**src/design/sapm_pkg.sv**
```systemverilog
`timescale 1ns / 1ps
// Shared types and constants of the servo angle to pulse mapper.
// Used by the front, the queue, the back and the top level.
package sapm_pkg;

	localparam int CAL_W   = 45;
	localparam int IDX_W   = 3;
	localparam int PROD_W  = 20;
	localparam int CNT_W   = 5;

	localparam logic [7:0] ANGLE_LIMIT = 8'd180;

	localparam logic OP_ONE = 1'b0;
	localparam logic OP_ALL = 1'b1;

	typedef enum logic [1:0] {
		ST_OK        = 2'd0,
		ST_BAD_CH    = 2'd1,
		ST_BAD_ANGLE = 2'd2,
		ST_BAD_CAL   = 2'd3
	} status_t;

	// One per-channel job handed from the front to the back.
	typedef struct packed {
		logic [7:0] lch;
		logic [7:0] angle;
		status_t    status;
		logic       last;
	} job_t;

	// One finished result beat.
	typedef struct packed {
		logic [7:0]  lch;
		logic [3:0]  och;
		logic [11:0] pulse;
		status_t     status;
		logic        last;
	} res_t;

	// Unpacked calibration word.
	typedef struct packed {
		logic [3:0]  och;
		logic [11:0] pmax;
		logic [11:0] pmin;
		logic        rev;
		logic [7:0]  amax;
		logic [7:0]  amin;
	} cal_t;

endpackage

```
**src/design/sapm_if.sv**
```systemverilog
`timescale 1ns / 1ps
// Valid/ready channel interfaces for commands and results.
// Depends on nothing but plain logic types.
interface sapm_cmd_if;
	logic       valid;
	logic       ready;
	logic       opcode;
	logic [7:0] target_channel;
	logic [7:0] angle;

	modport source (output valid, opcode, target_channel, angle, input ready);
	modport sink   (input valid, opcode, target_channel, angle, output ready);
endinterface

interface sapm_res_if;
	logic        valid;
	logic        ready;
	logic [7:0]  logical_channel;
	logic [3:0]  output_channel;
	logic [11:0] pulse_width;
	logic [1:0]  status;
	logic        last;

	modport source (output valid, logical_channel, output_channel, pulse_width, status, last,
		input ready);
	modport sink   (input valid, logical_channel, output_channel, pulse_width, status, last,
		output ready);
endinterface

```
**src/design/sapm_front.sv**
```systemverilog
`timescale 1ns / 1ps
// Command front end: accepts a command, checks channel and angle, and
// expands it into per-channel jobs. Depends on sapm_pkg and sapm_if.
module sapm_front import sapm_pkg::*; #(
	parameter int CHANNELS = 8
) (
	input  logic            clk,
	input  logic            arst_n,
	sapm_cmd_if.sink        cmd,
	output logic            push,
	output job_t            job,
	input  logic            full
);

	typedef enum logic {F_IDLE, F_EMIT} fstate_t;

	localparam logic [7:0] LAST_CH = 8'(CHANNELS - 1);

	fstate_t    state_q;
	logic       all_q;
	logic [7:0] lch_q;
	logic [7:0] angle_q;
	status_t    status_q;
	logic       job_last;

	assign cmd.ready = (state_q == F_IDLE);

	// Only an error-free broadcast spans several jobs.
	assign job_last = !all_q || (lch_q == LAST_CH);
	assign job      = '{lch: lch_q, angle: angle_q, status: status_q, last: job_last};
	assign push     = (state_q == F_EMIT) && !full;

	always_ff @(posedge clk or negedge arst_n) begin
		if (!arst_n) begin
			state_q  <= F_IDLE;
			all_q    <= 1'b0;
			lch_q    <= '0;
			angle_q  <= '0;
			status_q <= ST_OK;
		end else begin
			case (state_q)
				F_IDLE: begin
					if (cmd.valid) begin
						angle_q <= cmd.angle;
						state_q <= F_EMIT;
						if (cmd.opcode == OP_ONE) begin
							lch_q <= cmd.target_channel;
							all_q <= 1'b0;
							if (32'(cmd.target_channel) >= CHANNELS) begin
								status_q <= ST_BAD_CH;
							end else if (cmd.angle > ANGLE_LIMIT) begin
								status_q <= ST_BAD_ANGLE;
							end else begin
								status_q <= ST_OK;
							end
						end else begin
							lch_q <= '0;
							if (cmd.angle > ANGLE_LIMIT) begin
								status_q <= ST_BAD_ANGLE;
								all_q    <= 1'b0;
							end else begin
								status_q <= ST_OK;
								all_q    <= 1'b1;
							end
						end
					end
				end
				F_EMIT: begin
					if (push) begin
						if (job_last) begin
							state_q <= F_IDLE;
						end else begin
							lch_q <= lch_q + 8'd1;
						end
					end
				end
				default: state_q <= F_IDLE;
			endcase
		end
	end

endmodule

```
**src/design/sapm_fifo.sv**
```systemverilog
`timescale 1ns / 1ps
// Two-entry job queue between the front end and the mapping back end.
// Depends on sapm_pkg for the job type.
module sapm_fifo import sapm_pkg::*; (
	input  logic clk,
	input  logic arst_n,
	input  logic push,
	input  job_t wr_job,
	output logic full,
	input  logic pop,
	output job_t rd_job,
	output logic empty
);

	job_t       mem_q [2];
	logic       wr_ptr_q;
	logic       rd_ptr_q;
	logic [1:0] count_q;

	assign full   = (count_q == 2'd2);
	assign empty  = (count_q == 2'd0);
	assign rd_job = mem_q[rd_ptr_q];

	always_ff @(posedge clk) begin
		if (push) begin
			mem_q[wr_ptr_q] <= wr_job;
		end
	end

	always_ff @(posedge clk or negedge arst_n) begin
		if (!arst_n) begin
			wr_ptr_q <= 1'b0;
			rd_ptr_q <= 1'b0;
			count_q  <= 2'd0;
		end else begin
			if (push) begin
				wr_ptr_q <= !wr_ptr_q;
			end
			if (pop) begin
				rd_ptr_q <= !rd_ptr_q;
			end
			case ({push, pop})
				2'b10:   count_q <= count_q + 2'd1;
				2'b01:   count_q <= count_q - 2'd1;
				default: count_q <= count_q;
			endcase
		end
	end

endmodule

```
**src/design/sapm_back.sv**
```systemverilog
`timescale 1ns / 1ps
// Mapping back end: holds the calibration registers, clamps and mirrors
// the angle, multiplies once and divides serially. Depends on sapm_pkg, sapm_if.
module sapm_back import sapm_pkg::*; #(
	parameter int CHANNELS = 8
) (
	input  logic             clk,
	input  logic             arst_n,
	input  logic             cfg_we,
	input  logic [IDX_W-1:0] cfg_index,
	input  logic [CAL_W-1:0] cfg_data,
	output logic             pop,
	input  job_t             job,
	input  logic             empty,
	sapm_res_if.source       res
);

	localparam int CH_W = (CHANNELS > 1) ? $clog2(CHANNELS) : 1;

	typedef enum logic [2:0] {B_IDLE, B_PREP, B_MUL, B_DIV, B_FIN, B_DONE} bstate_t;

	logic [CAL_W-1:0] cal_q [CHANNELS];

	bstate_t           state_q;
	job_t              job_q;
	res_t              work_q;
	res_t              out_q;
	logic              out_valid_q;
	logic [7:0]        d_q;
	logic [7:0]        span_q;
	logic [11:0]       mag_q;
	logic              neg_q;
	logic [11:0]       pmin_q;
	logic [PROD_W-1:0] quo_q;
	logic [7:0]        rem_q;
	logic [CNT_W-1:0]  cnt_q;

	cal_t              cal;
	logic [7:0]        a_clamp;
	logic [12:0]       delta;
	logic [8:0]        rem_shift;
	logic              sub_ok;
	logic [8:0]        rem_sub;
	logic [12:0]       pulse_sum;
	logic              out_free;
	logic              load_out;

	assign pop      = (state_q == B_IDLE) && !empty;
	assign out_free = !out_valid_q || res.ready;
	assign load_out = (state_q == B_DONE) && out_free;

	assign cal = cal_t'(cal_q[job_q.lch[CH_W-1:0]]);

	always_comb begin
		a_clamp = job_q.angle;
		if (a_clamp < cal.amin) begin
			a_clamp = cal.amin;
		end
		if (a_clamp > cal.amax) begin
			a_clamp = cal.amax;
		end
	end

	assign delta     = {1'b0, cal.pmax} - {1'b0, cal.pmin};
	assign rem_shift = {rem_q, quo_q[PROD_W-1]};
	assign sub_ok    = (rem_shift >= {1'b0, span_q});
	assign rem_sub   = rem_shift - {1'b0, span_q};
	assign pulse_sum = neg_q ? ({1'b0, pmin_q} - {1'b0, quo_q[11:0]})
	                         : ({1'b0, pmin_q} + {1'b0, quo_q[11:0]});

	always_ff @(posedge clk or negedge arst_n) begin
		if (!arst_n) begin
			for (int i = 0; i < CHANNELS; i++) begin
				cal_q[i] <= '0;
			end
		end else if (cfg_we && (32'(cfg_index) < CHANNELS)) begin
			cal_q[cfg_index[CH_W-1:0]] <= cfg_data;
		end
	end

	always_ff @(posedge clk or negedge arst_n) begin
		if (!arst_n) begin
			state_q     <= B_IDLE;
			out_valid_q <= 1'b0;
			job_q       <= '0;
			work_q      <= '0;
			out_q       <= '0;
			d_q         <= '0;
			span_q      <= '0;
			mag_q       <= '0;
			neg_q       <= 1'b0;
			pmin_q      <= '0;
			quo_q       <= '0;
			rem_q       <= '0;
			cnt_q       <= '0;
		end else begin
			if (load_out) begin
				out_valid_q <= 1'b1;
			end else if (res.ready) begin
				out_valid_q <= 1'b0;
			end
			case (state_q)
				B_IDLE: begin
					if (pop) begin
						job_q         <= job;
						work_q.lch    <= job.lch;
						work_q.och    <= '0;
						work_q.pulse  <= '0;
						work_q.status <= job.status;
						work_q.last   <= job.last;
						state_q       <= (job.status == ST_OK) ? B_PREP : B_DONE;
					end
				end
				B_PREP: begin
					if (cal.amin > cal.amax) begin
						work_q.status <= ST_BAD_CAL;
						state_q       <= B_DONE;
					end else begin
						work_q.och <= cal.och;
						d_q        <= cal.rev ? (cal.amax - a_clamp) : (a_clamp - cal.amin);
						span_q     <= cal.amax - cal.amin;
						neg_q      <= delta[12];
						mag_q      <= delta[12] ? 12'(-delta) : delta[11:0];
						pmin_q     <= cal.pmin;
						if (cal.amax == cal.amin) begin
							work_q.pulse <= cal.pmin;
							state_q      <= B_DONE;
						end else begin
							state_q <= B_MUL;
						end
					end
				end
				B_MUL: begin
					quo_q   <= PROD_W'(d_q) * PROD_W'(mag_q);
					rem_q   <= '0;
					cnt_q   <= CNT_W'(PROD_W - 1);
					state_q <= B_DIV;
				end
				B_DIV: begin
					// Restoring division, one quotient bit per cycle.
					quo_q <= {quo_q[PROD_W-2:0], sub_ok};
					rem_q <= sub_ok ? rem_sub[7:0] : rem_shift[7:0];
					cnt_q <= cnt_q - CNT_W'(1);
					if (cnt_q == '0) begin
						state_q <= B_FIN;
					end
				end
				B_FIN: begin
					work_q.pulse <= pulse_sum[11:0];
					state_q      <= B_DONE;
				end
				B_DONE: begin
					if (out_free) begin
						out_q   <= work_q;
						state_q <= B_IDLE;
					end
				end
				default: state_q <= B_IDLE;
			endcase
		end
	end

	assign res.valid           = out_valid_q;
	assign res.logical_channel = out_q.lch;
	assign res.output_channel  = out_q.och;
	assign res.pulse_width     = out_q.pulse;
	assign res.status          = out_q.status;
	assign res.last            = out_q.last;

endmodule

```
**src/design/servo_angle_to_pulse_mapper_top.sv**
```systemverilog
`timescale 1ns / 1ps
// Servo angle to pulse mapper, top level. Depends on sapm_pkg, sapm_if,
// sapm_front, sapm_fifo and sapm_back.
//
// The block takes commands that set one logical servo channel or all
// CHANNELS channels to an angle, and returns one result beat per addressed
// channel (or a single error beat), the final beat of a command marked by
// last. Each channel has a 45-bit calibration register written through the
// plain cfg port (index i is channel i, writes to indexes at or beyond
// CHANNELS are dropped); it holds the angle window, the reverse bit, the
// pulse range and the physical output channel, and resets to zero. The
// angle is clamped into the window, mirrored when reversed, and mapped
// linearly onto the pulse range with truncation toward zero. A front end
// checks and expands commands into jobs, a two-entry queue buffers them,
// and a back end computes each job with one 8x12 multiply and a restoring
// divider that yields one quotient bit per cycle. A mapped channel passes
// through fetch, prepare, multiply, 20 divide steps, final add and output
// load; equal window limits or a bad calibration skip the multiply and
// divide, and a rejected command goes from fetch straight to output load.
// A job is fetched only once the last one is loaded for output. A new
// command is accepted once every job of the previous one is queued.

module servo_angle_to_pulse_mapper_top import sapm_pkg::*; #(
	parameter int CHANNELS = 8
) (
	input  logic             clk,
	input  logic             arst_n,
	input  logic             cfg_we,
	input  logic [IDX_W-1:0] cfg_index,
	input  logic [CAL_W-1:0] cfg_data,
	sapm_cmd_if.sink         cmd,
	sapm_res_if.source       res
);

	// Jobs from the front end into the queue.
	logic push;
	job_t wr_job;
	logic full;

	// Jobs from the queue into the back end.
	logic pop;
	job_t rd_job;
	logic empty;

	sapm_front #(
		.CHANNELS (CHANNELS)
	) u_front (
		.clk    (clk),
		.arst_n (arst_n),
		.cmd    (cmd),
		.push   (push),
		.job    (wr_job),
		.full   (full)
	);

	sapm_fifo u_fifo (
		.clk    (clk),
		.arst_n (arst_n),
		.push   (push),
		.wr_job (wr_job),
		.full   (full),
		.pop    (pop),
		.rd_job (rd_job),
		.empty  (empty)
	);

	sapm_back #(
		.CHANNELS (CHANNELS)
	) u_back (
		.clk       (clk),
		.arst_n    (arst_n),
		.cfg_we    (cfg_we),
		.cfg_index (cfg_index),
		.cfg_data  (cfg_data),
		.pop       (pop),
		.job       (rd_job),
		.empty     (empty),
		.res       (res)
	);

endmodule

```
**src/flat_wrapper.sv**
```systemverilog
// flat-port wrapper written by rule: the top's interface ports become plain ports
module servo_angle_to_pulse_mapper_top_flat import sapm_pkg::*;
#(
	parameter int CHANNELS = 8
)
  (clk, arst_n, cfg_we, cfg_index, cfg_data, cmd_valid, cmd_opcode, cmd_target_channel, cmd_angle, cmd_ready, res_valid, res_logical_channel, res_output_channel, res_pulse_width, res_status, res_last, res_ready);
  sapm_cmd_if cmd_i ();
  sapm_res_if res_i ();
  input  logic clk;
  input  logic arst_n;
  input  logic cfg_we;
  input  logic [IDX_W-1:0] cfg_index;
  input  logic [CAL_W-1:0] cfg_data;
  input wire logic [$bits(cmd_i.valid)-1:0] cmd_valid;
  input wire logic [$bits(cmd_i.opcode)-1:0] cmd_opcode;
  input wire logic [$bits(cmd_i.target_channel)-1:0] cmd_target_channel;
  input wire logic [$bits(cmd_i.angle)-1:0] cmd_angle;
  output wire logic [$bits(cmd_i.ready)-1:0] cmd_ready;
  output wire logic [$bits(res_i.valid)-1:0] res_valid;
  output wire logic [$bits(res_i.logical_channel)-1:0] res_logical_channel;
  output wire logic [$bits(res_i.output_channel)-1:0] res_output_channel;
  output wire logic [$bits(res_i.pulse_width)-1:0] res_pulse_width;
  output wire logic [$bits(res_i.status)-1:0] res_status;
  output wire logic [$bits(res_i.last)-1:0] res_last;
  input wire logic [$bits(res_i.ready)-1:0] res_ready;
  assign cmd_i.valid = cmd_valid;
  assign cmd_i.opcode = cmd_opcode;
  assign cmd_i.target_channel = cmd_target_channel;
  assign cmd_i.angle = cmd_angle;
  assign cmd_ready = cmd_i.ready;
  assign res_valid = res_i.valid;
  assign res_logical_channel = res_i.logical_channel;
  assign res_output_channel = res_i.output_channel;
  assign res_pulse_width = res_i.pulse_width;
  assign res_status = res_i.status;
  assign res_last = res_i.last;
  assign res_i.ready = res_ready;
  servo_angle_to_pulse_mapper_top #(.CHANNELS(CHANNELS)) u_core (.clk(clk), .arst_n(arst_n), .cfg_we(cfg_we), .cfg_index(cfg_index), .cfg_data(cfg_data), .cmd(cmd_i), .res(res_i));
endmodule
```
**config.mk**
```make
export PLATFORM = sky130hd
export DESIGN_NAME = servo_angle_to_pulse_mapper_top_flat
export DESIGN_NICKNAME = d
export VERILOG_FILES = /design/src/design/sapm_pkg.sv /design/src/design/sapm_if.sv /design/src/design/sapm_front.sv /design/src/design/sapm_fifo.sv /design/src/design/sapm_back.sv /design/src/design/servo_angle_to_pulse_mapper_top.sv /design/src/flat_wrapper.sv
export SDC_FILE = /design/constraint.sdc
export NUM_CORES = 1
export LEC_CHECK = 0
export BUFFER_PORTS_ARGS = -buffer_cell sky130_fd_sc_hd__buf_2
export CORE_MARGIN = 1.5
export CORE_UTILIZATION = 28
export DETAILED_ROUTE_END_ITERATION = 8
export GPL_TIMING_DRIVEN = 0
export SLEW_MARGIN = 0
export SYNTH_ARGS = -nofsm -noshare
export SYNTH_HDL_FRONTEND = slang
export SYNTH_HIERARCHICAL = 1
export SYNTH_SLANG_ARGS = --single-unit
export TNS_END_PERCENT = 100
```
**constraint.sdc**
```tcl
create_clock -name clk -period 16.3 [get_ports clk]
set_input_delay 0.815 -clock clk [delete_from_list [all_inputs] [get_ports clk]]
set_output_delay 0.815 -clock clk [all_outputs]
set_load 0.05 [all_outputs]
```
==> results.md, run 1 <==
* Status: finished, final reports clean
* Pre-CTS setup slack at 8.63 ns
* Max Cap Viol at 0
* CP max FO at 10
* Final ANT Viol Nets at 0
* Synth area leader: dfrtp_1
* Reg2reg setup slack at 8.65 ns
* Clk pin slew, worst setup/hold paths at 0.06 ns
* Synth Flop Type: dfrtp_1
* Slowest CP cell: mux2i_1
* Post-synthesis sequential area ratio at 0.471
* Ports at 99
* Worst setup margin at 8.65 ns
* Worst R2R End: u_core/u_back/d_q[7]
* CTS tree: yes
* Largest net degree at the start of global routing at 115
* Crit path required time at 16.84 ns
* WL final at 76,400 µm
* Fill cells at 10,731
* Core area at 107,000 µm²
* Clock Path Buffers at 3
* Num CTS Buffers at 60
* Commonest non-fill, non-tap cells in the layout: 524 x dfrtp_1, 435 x mux2_2, 213 x nand2_1
* Critical Path Sink: u_core/u_back/d_q[7]
* Min Tclk post-route at 7.65 ns
* H-tree depth at 2
* Die area at 110,000 µm²
* Row cnt at 120
* Fin. max-slew vios at 0
* Root Driver: clkbuf_16
* Initial DRC count at 1,029
* Crit path launch: u_core/u_back/work_q[19]
* Post-synthesis cell area at 30,300 µm²
* Vias in the first global route at 19,918
* Worst-margin pin slew at 1.16 ns
* Gpl congestion at 0.857
* Worst path arrival time at 8.19 ns
* Area growth from synthesis to layout at 14.5%
* Worst R2R Path Depth at 32
* Post-DP HPWL at 55,400 µm
* Final Cycle Share at 0.469
* Post-synth top area share at 0.433
* DRC Markers at 0
* Ys Warns at 6
* Vias at 19,354
* First-pass GRT wire length at 120,000 µm
* Synth Register Bits at 562
* Hold Violations, Final at 0
* CP startpoint kind: register
* Vias per std cell at 4.78
* Number of synthesized flops with an enable pin at 38
* HP Class: input pin to asynchronous set/reset pin
* GR Util All Layers at 0.140
* # nets final at 2,846
* Die height at 332 µm
* Post-synth cell types at 76
* Asr flop ratio synth at 0.932
* Worst path most repeated cell: o21ai_0
* DR WL/cell at 18.9 µm
* Remaining global-route overflow at 0
* Setup TNS at 0 ns
* Fmax at 131 MHz
* Post-cts sizing count at 0
* Ranking of synthesized cells by area: dfrtp_1 43%, mux2_2 16%, mux4_2 6.6%
* CTS Hold Bufs at 0
* Most common cell after layout, fill and taps aside: dfrtp_1
* Starting Density at 0.283
* Pre-antenna DRT Iters at 5
* Crit path largest cell delay at 0.67 ns
* Die X-Extent at 332 µm
* Post-CTS Setup Bufs at 0
* Syn_area_per_cell at 12.4 µm²
* Worst clock skew at 0.0444 ns
* CP Capture Type: register
* Cells after synthesis at 2,433
* Post-synthesis net count at 2,683
* TritonCTS sink count at 562
* Final Setup Violations at 0
* Share of post-route cells with drive strength above 1 at 0.285
* Worst reg2reg startpoint: u_core/u_back/work_q[19]
* Skew-Pair Late Insertion Delay at 0.66 ns
* Initial antenna violation count at 16
* PortBufs at 94
* Slew margin rel. at 0.225
* Type of the worst setup path: register to register
* RSZ-0062 raised after global routing: false
kinds of logic after synthesis:
logic type | share of synthesized area
compound gates | 0.0639
xor+xnor | 0.0220
fa+ha+maj | 0.0908
buf+inv | 0.0327
flops | 0.471
mux | 0.244
simple gates | 0.0751
state kept, by name, summed over array words and instances (netlist names), 12 cells and up:
name / cells
u_core/u_back/cal_q: 360
u_core/u_fifo/mem_q: 38
u_core/u_back/work_q: 27
u_core/u_back/quo_q: 20
u_core/u_back/mag_q: 12
u_core/u_back/pmin_q: 12
u_core/u_back/res.pulse_width: 12
stage by stage:
| stage | cell area, µm² | cells | util | hold slack, ns |
|---|---|---|---|---|
| floorplan | 30300 | 2433 | - | 0.437 |
| global placement | 32500 | 3930 | 0.303 | 0.455 |
| detailed placement | 32700 | 3937 | 0.305 | 0.464 |
| CTS | 34600 | 4047 | 0.324 | 0.0936 |
| global route | 34600 | 4048 | 0.324 | 0.125 |
| finish | 34600 | 4048 | 0.324 | 0.118 |
per-layer routing:
metal,GRT usage,vias up,share of wire
met1,0.187,9890,0.45
met2,0.227,349,0.47
met5,0,-,0.0019
met4,0.0338,20,0.022
li1,-,8985,-
met3,0.0346,110,0.058
worst min path at each step:
stage | from | end | slack (ns) | depth (start not counted)
final | arst_n | u_core/u_back/cal_q[227] | 0.12 | 1
after CTS | arst_n | u_core/u_back/cal_q[227] | 0.09 | 1
after global placement | u_core/u_front/angle_q[4] | u_core/u_fifo/mem_q[1][7] | 0.46 | 0
after detailed placement | u_core/u_back/work_q[25] | u_core/u_back/work_q[25] | 0.46 | 2
after floorplan | u_core/u_front/angle_q[7] | u_core/u_fifo/mem_q[0][10] | 0.44 | 0
after global routing | arst_n | u_core/u_back/cal_q[227] | 0.12 | 1
cell usage after synthesis (all sizes together), types with 22 or more instances:
cell type  instances
nor2              95
nand2            213
mux4              90
ha               114
xor2              29
clkbuf            93
buf               32
xnor2             47
a21o              23
fa                66
mux2i             45
dfrtp            524
edfxtp            38
mux2             436
o21ai            121
and2              45
inv              125
nor3              23
nand3             22
a21oi             75
worst max-delay path: cells and delay by family, from the launching register on:
kind | cells | cell delay, ns
multiplexers | 2 | 1.23
buffers and inverters | 6 | 1.95
XOR/XNOR | 2 | 0.28
flip-flops | 1 | 0.32
adder cells (fa/ha/maj) | 3 | 0.89
AO/OA/AOI/OAI | 13 | 2.19
AND/OR/NAND/NOR | 6 | 0.64
area by class of cell:
class,count,area [µm²],share of cell area
Multi-Input combinational cell,1621,15000,0.434
Sequential cell,562,14300,0.411
Tap cell,1403,1760,0.0507
Clock buffer,86,1670,0.0482
Timing Repair Buffer,101,644,0.0186
Buffer,125,523,0.0151
Inverter,125,469,0.0135
Clock inverter,24,309,0.00892
Antenna cell,1,2.50,0.0000722
Power of run 1 is not shown: default switching activity piles up to over one toggle a cycle in this logic, so the estimate is an artifact.
==> inputs of run 2 (changes only) <==
--- a/config.mk
+++ b/config.mk
@@ -5,6 +5,7 @@
 export SDC_FILE = /design/constraint.sdc
 export NUM_CORES = 1
 export LEC_CHECK = 0
+export ABC_AREA = 1
 export BUFFER_PORTS_ARGS = -buffer_cell sky130_fd_sc_hd__buf_2
 export CORE_MARGIN = 1.5
 export CORE_UTILIZATION = 28
==> constraint.sdc (replaced) <==
create_clock -name clk -period 6.54 [get_ports clk]
set_input_delay 0.327 -clock clk [delete_from_list [all_inputs] [get_ports clk]]
set_output_delay 0.327 -clock clk [all_outputs]
set_load 0.05 [all_outputs]
==> run 2 against run 1 <==
  * Non-clock buffer count grew 97
  * Sequential cell count is the same
  * First-iteration DRC count grew 140%
  * Cell area grew 0.81%
  * Critical endpoint unchanged
  * Final cell count grew 31%
  * Highest routed layer is now met4
  * Die area grew 0.14%
  * Clock-buffer cell count shrank 5
  * Register-to-register slack lost 8.2 ns
  * Wire length grew 29%
==> results.md, run 2 <==
* Status: finished, final reports clean
* Crit path launch: u_core/u_back/work_q[19]
* Layout Utilization at 0.326 (+0.00217)
* RSZ-0062 raised after global routing: false
* TritonCTS sink count at 562 (unchanged)
* Cells after synthesis at 3,652 (+50%)
* Final ANT Viol Nets at 0 (unchanged)
* Die X-Extent at 332 µm (about the same)
* Worst path arrival time at 6.61 ns (-1.58 ns)
* Crit path largest cell delay at 0.47 ns (-0.20 ns)
* Syn_area_per_cell at 8.30 µm² (-33%)
* Synth Flop Type: dfrtp_1
* Die area at 110,000 µm² (+0.14%)
* Remaining global-route overflow at 0 (unchanged)
* Worst reg2reg startpoint: u_core/u_back/work_q[19]
* Post-synth top area share at 0.433 (-0.000626)
* Synth Register Bits at 562 (unchanged)
* Gpl congestion at 0.888 (+3.7%)
* CP startpoint kind: register
* Max FFs per register at 360 (unchanged)
* Post-synth cell types at 62 (-18%)
* Count leader, synth: nand2_1
* Largest net degree at the start of global routing at 113 (-1.7%)
* CP Capture Type: register
* # nets final at 4,091 (+44%)
* Hold endpoint: u_core/u_front/angle_q[3]
* DRC Markers at 0 (unchanged)
* Ys Warns at 6 (unchanged)
* Most common cell after layout, fill and taps aside: nand2_1
* Worst R2R Path Depth at 41 (+28%)
* Post-synth top cells: 836 x nand2_1, 633 x o21ai_0, 524 x dfrtp_1, 389 x inv_1, 327 x nor2_1
* Root Driver: clkbuf_16
* Core area at 107,000 µm² (+0.14%)
* Fin. max-slew vios at 0 (unchanged)
* Post-DP HPWL at 71,100 µm (+28%)
* PortBufs at 98 (+4.3%)
* First-pass GRT wire length at 154,000 µm (+28%)
* Asr flop ratio synth at 0.932 (unchanged)
* Row cnt at 120 (unchanged)
* Crit path required time at 7.10 ns (-9.74 ns)
* HP Class: input pin to register
* H-tree depth at 2 (unchanged)
* Worst-margin pin slew at 1.44 ns (+0.277 ns)
* GR Util All Layers at 0.178 (+0.0377)
* Vias at 26,280 (+36%)
* Number of synthesized flops with an enable pin at 38 (unchanged)
* Area growth from synthesis to layout at 15.3%
* # diodes at 0 (-1)
* Slew margin rel. at 0.0299 (-0.195)
* Worst clock skew at 0.0304 ns (-0.0141 ns)
* Initial DRC count at 2,473 (+140%)
* Ports at 99 (unchanged)
* Vias per std cell at 4.97 (+3.9%)
* Clk pin slew, worst setup/hold paths at 0.06 ns (about the same)
* Slowest CP cell: dfrtp_2
* Min Tclk post-route at 6.05 ns (-1.60 ns)
* Worst path most repeated cell: nor2_1
* Post-synthesis cell area at 30,300 µm² (+0.14%)
* Synth area leader: dfrtp_1
* Skew-Pair Late Insertion Delay at 0.65 ns (about the same)
* WL final at 98,700 µm (+29%)
* Final Setup Violations at 0 (unchanged)
* Hold Path Stages at 3
* Share of post-route cells with drive strength above 1 at 0.0851 (-0.200)
* HP Start: cmd_angle[3]
* Clock Path Buffers at 3 (unchanged)
* Top flop regs: u_core/u_back/cal_q x360, u_core/u_fifo/mem_q x38, u_core/u_back/work_q x27
* Type of the worst setup path: register to register
* Reg2reg setup slack at 0.49 ns (-8.16 ns)
* Hold Violations, Final at 0 (unchanged)
* Pre-antenna DRT Iters at 5 (unchanged)
* Final Cycle Share at 0.925 (+0.456)
* Die height at 332 µm (about the same)
* Worst hold slack at 0.0328 ns (-0.0853 ns)
* Ranking of synthesized cells by area: dfrtp_1 43%, o21ai_0 10%, nand2_1 10%
* Worst R2R End: u_core/u_back/d_q[7]
* DR WL/cell at 18.7 µm (-1.1%)
* Fmax at 165 MHz (+26%)
* Post-synthesis net count at 3,902 (+45%)
* Fill cells at 11,351 (+5.8%)
* Num CTS Buffers at 58 (-3.3%)
* Post-synthesis sequential area ratio at 0.470 (-0.000681)
* Initial antenna violation count at 0 (-16)
* Max Cap Viol at 0 (unchanged)
* CTS tree: yes
* Starting Density at 0.283 (about the same)
* CP max FO at 10 (unchanged)
* Commonest non-fill, non-tap cells in the layout: 833 x nand2_1, 631 x o21ai_0, 522 x dfrtp_1
* Vias in the first global route at 25,741 (+29%)
* Top reg by flops: u_core/u_back/cal_q
run 2: cell count changes after synthesis, sizes merged, moves of 44 or more:
cell    before  now
nand2      213  857
mux2       436    2
o21ai      121  679
nor2        95  330
mux4        90    0
a21oi       75  121
o22ai        3   72
mux2i       45    0
and2        45    1
clkbuf      93  142
inv        125  395
run 2: worst max-delay path by stage:
stage,endpoint,slack (ns),cells after the start
after floorplan,u_core/u_back/d_q[7],1.18,41
after global placement,u_core/u_back/cal_q[56],-6.12,1
after detailed placement,u_core/u_back/d_q[7],-0.26,41
after CTS,u_core/u_back/d_q[7],0.03,41
after global routing,u_core/u_back/d_q[7],0.005,42
final,u_core/u_back/d_q[7],0.49,41
run 2: per-layer routing:
| metal | share of wire | wire length, µm | track usage |
|---|---|---|---|
| met5 | 0 | 0 | 0 |
| met4 | 0.043 | 4260 | 0.0727 |
| met3 | 0.064 | 6330 | 0.0236 |
| met2 | 0.45 | 44700 | 0.283 |
| met1 | 0.44 | 43400 | 0.243 |
run 2: layout make-up:
type / instances / area [µm²] / share of cell area
Buffer: 194 / 872 / 0.0250
Clock inverter: 26 / 289 / 0.00827
Multi-Input combinational cell: 2497 / 13700 / 0.393
Timing Repair Buffer: 129 / 878 / 0.0251
Clock buffer: 81 / 1660 / 0.0475
Inverter: 399 / 1500 / 0.0429
Sequential cell: 562 / 14300 / 0.408
Tap cell: 1403 / 1760 / 0.0503
run 2: kinds of logic (layout without fill, tap and decap cells):
family,after synthesis,count (layout),synth area share
muxes,2,2,0.000743
AOI/OAI and AO/OA,977,977,0.176
adders and majority gates,180,180,0.0907
xor gates and xnor gates,53,53,0.0156
DFF,562,562,0.470
buffers and inverters,593,829,0.0775
and+or+nand+nor,1285,1285,0.169
run 2: critical path, delay by kind of cell, from the launching register on:
kind / cells / cell delay [ns]
simple gates: 17 / 1.67
compound gates: 12 / 1.71
fa+ha+maj: 3 / 0.93
flops: 1 / 0.47
buf+inv: 9 / 1.20
run 2: repair_timing:
action / 4_1_cts / 5_1_grt
buffers inserted: 0 / 1
gates cloned: 0 / 0
pin swaps: 0 / 1
resized for setup: 3 / 27
hold buffers: 23 / 0
setup endpoints to repair: 2 / 4
endpoints found under the hold margin: 131 / 0
run 2: stage by stage:
stage          setup WS, ns  area [µm²]   TNS, ns  std cells
2_1_floorplan          1.18       30300         0       3652
3_3_place_gp          -6.12       32500  -3176.06       5153
3_5_place_dp         -0.256       32700    -0.404       5160
4_1_cts              0.0295       34900         0       5290
5_1_grt             0.00498       34900         0       5291
6_report              0.492       34900         0       5291
Power of run 2 is left out for the same reason.
==> inputs of run 3 (changes only) <==
--- a/config.mk
+++ b/config.mk
@@ -7,7 +7,6 @@
 export LEC_CHECK = 0
 export ABC_AREA = 1
 export BUFFER_PORTS_ARGS = -buffer_cell sky130_fd_sc_hd__buf_2
-export CORE_MARGIN = 1.5
 export CORE_UTILIZATION = 28
 export DETAILED_ROUTE_END_ITERATION = 8
 export GPL_TIMING_DRIVEN = 0
==> run 3 against run 2 <==
  * Clock-buffer cell count fell by 1
  * Largest cell class unchanged
  * Hold slack worse by 0.0012 ns
  * Wire length grew 0.67%
  * Highest routed layer unchanged
  * Die area down 0.60%
  * The flow now finishes with violations (max-capacitance violations, max-slew violations)
  * Worst setup slack improved by 0.044 ns
  * Via count is 0.33% higher
  * Global-route usage grew 0.32 points
  * Critical path depth stayed put
  * First-iteration DRC count decreased by 1.7%
  * Sequential cell count unchanged
  * Register-to-register slack better by 0.04 ns
  * Critical endpoint unchanged
==> results.md, run 3 (synthesis gave the netlist of run 2 again) <==
* Num CTS Buffers at 58 (unchanged)
* Violated checks: max-capacitance violations, max-slew violations
* Initial antenna violation count at 0 (unchanged)
* Final ANT Viol Nets at 0 (unchanged)
* Fmax at 167 MHz (+0.73%)
* CP startpoint kind: register
* PortBufs at 98 (unchanged)
* Final Cycle Share at 0.918 (-0.00671)
* # diodes at 0 (unchanged)
* Share of post-route cells with drive strength above 1 at 0.0851 (about the same)
* Max Cap Viol at 1 (+1)
* Fill cells at 11,388 (+0.33%)
* Worst path arrival time at 6.56 ns (-0.05 ns)
* TritonCTS sink count at 562 (unchanged)
* Worst-margin pin slew at 1.49 ns (+0.0509 ns)
* Commonest non-fill, non-tap cells in the layout: 833 x nand2_1, 630 x o21ai_0, 522 x dfrtp_1
* CP Capture Type: register
* Hold Violations, Final at 0 (unchanged)
* Pre-CTS setup slack at -0.262 ns (-0.00598 ns)
* Clk pin slew, worst setup/hold paths at 0.06 ns (about the same)
* CP max FO at 10 (unchanged)
* CTS tree: yes
* Worst setup margin at 0.536 ns (+0.0439 ns)
* Row cnt at 120 (unchanged)
* Clock Path Buffers at 3 (unchanged)
* H-tree depth at 2 (unchanged)
* WL final at 99,400 µm (+0.67%)
* Core area at 107,000 µm² (unchanged)
* Ports at 99 (unchanged)
* Max FFs per register at 360 (unchanged)
* Post-DP HPWL at 71,100 µm (about the same)
* Top flop regs: u_core/u_back/cal_q x360, u_core/u_fifo/mem_q x38, u_core/u_back/work_q x27
* Crit path largest cell delay at 0.47 ns (about the same)
* Pre-antenna DRT Iters at 6 (+1)
* DRC Markers at 0 (unchanged)
* Die X-Extent at 331 µm (-0.30%)
* Gpl congestion at 0.901 (+1.5%)
* Type of the worst setup path: register to register
* Most common cell after layout, fill and taps aside: nand2_1
* Top reg by flops: u_core/u_back/cal_q
* Die area at 110,000 µm² (-0.60%)
* Worst hold slack at 0.0316 ns (-0.00120 ns)
* DR WL/cell at 18.8 µm (+0.63%)
* GR Util All Layers at 0.181 (+0.00321)
* Vias per std cell at 4.98 (+0.29%)
* Register area at 14,300 µm² (unchanged)
* Status: complete, but fails checks
* Die height at 331 µm (-0.30%)
* Worst path most repeated cell: nor2_1
* Final Setup Violations at 0 (unchanged)
* # nets final at 4,093 (+0.049%)
* Worst clock skew at 0.0313 ns (+0.000984 ns)
* Largest net degree at the start of global routing at 120 (+6.2%)
* First-pass GRT wire length at 153,000 µm (-0.74%)
* Starting Density at 0.283 (unchanged)
* Multi-input logic area at 13,700 µm² (about the same)
* Area growth from synthesis to layout at 15.5%
* Initial DRC count at 2,432 (-1.7%)
* Remaining global-route overflow at 0 (unchanged)
* Layout Utilization at 0.327 (+0.000666)
* Slew margin rel. at -0.00432 (-0.0343)
* Skew-Pair Late Insertion Delay at 0.66 ns (about the same)
* Vias in the first global route at 25,405 (-1.3%)
* Crit path required time at 7.10 ns (about the same)
* Vias at 26,366 (+0.33%)
* Slowest CP cell: dfrtp_2
* Min Tclk post-route at 6.00 ns (-0.0439 ns)
* HP Class: input pin to register
* Root Driver: clkbuf_16
* Fin. max-slew vios at 1 (+1)
## run 3: stage by stage
step / setup TNS, ns / instance area, µm² / instances
final: 0 / 35000 / 5293
after global routing: -0.00819 / 35000 / 5293
after CTS: 0 / 34900 / 5291
after detailed placement: -0.441 / 32700 / 5159
after global placement: -3173.62 / 32500 / 5153
after floorplan: 0 / 30300 / 3652
## run 3: critical path, delay by kind of cell (launching register included)
family | cells | cell delay [ns]
compound gates | 11 | 1.60
flops | 1 | 0.47
buf+inv | 9 | 1.20
fa+ha+maj | 3 | 0.93
simple gates | 18 | 1.68
## run 3: path summary, 6_finish.rpt
kind,start,to,slack (ns),cells after the start
setup / recovery,u_core/u_back/work_q[19],u_core/u_back/d_q[7],0.54,41
hold / removal,cfg_data[2],u_core/u_back/cal_q[2],0.03,3
setup reg to reg,u_core/u_back/work_q[19],u_core/u_back/d_q[7],0.54,41
hold reg to reg,u_core/u_back/cal_q[65],u_core/u_back/cal_q[65],0.48,2
max in group asynchronous,arst_n,u_core/u_back/cal_q[110],4.59,4
min in group asynchronous,arst_n,u_core/u_back/cal_q[216],0.33,2
## run 3: layout make-up
class	instances	share of cell area
flip-flops and latches	562	0.407
well taps	1403	0.0502
multi-input cells	2497	0.392
clock buffers	80	0.0473
clock inverters	27	0.00951
plain buffers	194	0.0248
repair buffers	131	0.0257
inverters	399	0.0429
## run 3: metal layers
metal / vias to the layer above / global-route usage / routed length [µm]
met5: - / 0 / 0
met4: 0 / 0.0725 / 3960
met1: 12899 / 0.247 / 43000
met3: 185 / 0.0228 / 6530
li1: 12344 / - / -
met2: 938 / 0.289 / 45900
## run 3: timing repair
item                       CTS  global route
setup buffers                0             2
pin swaps                    0             2
hold endpoints to repair   124             0
setup endpoints to repair    2             4
resized for setup            4            28
hold buffers                25             0
cloned                       0             0
Power of run 3 is left out for the same reason.
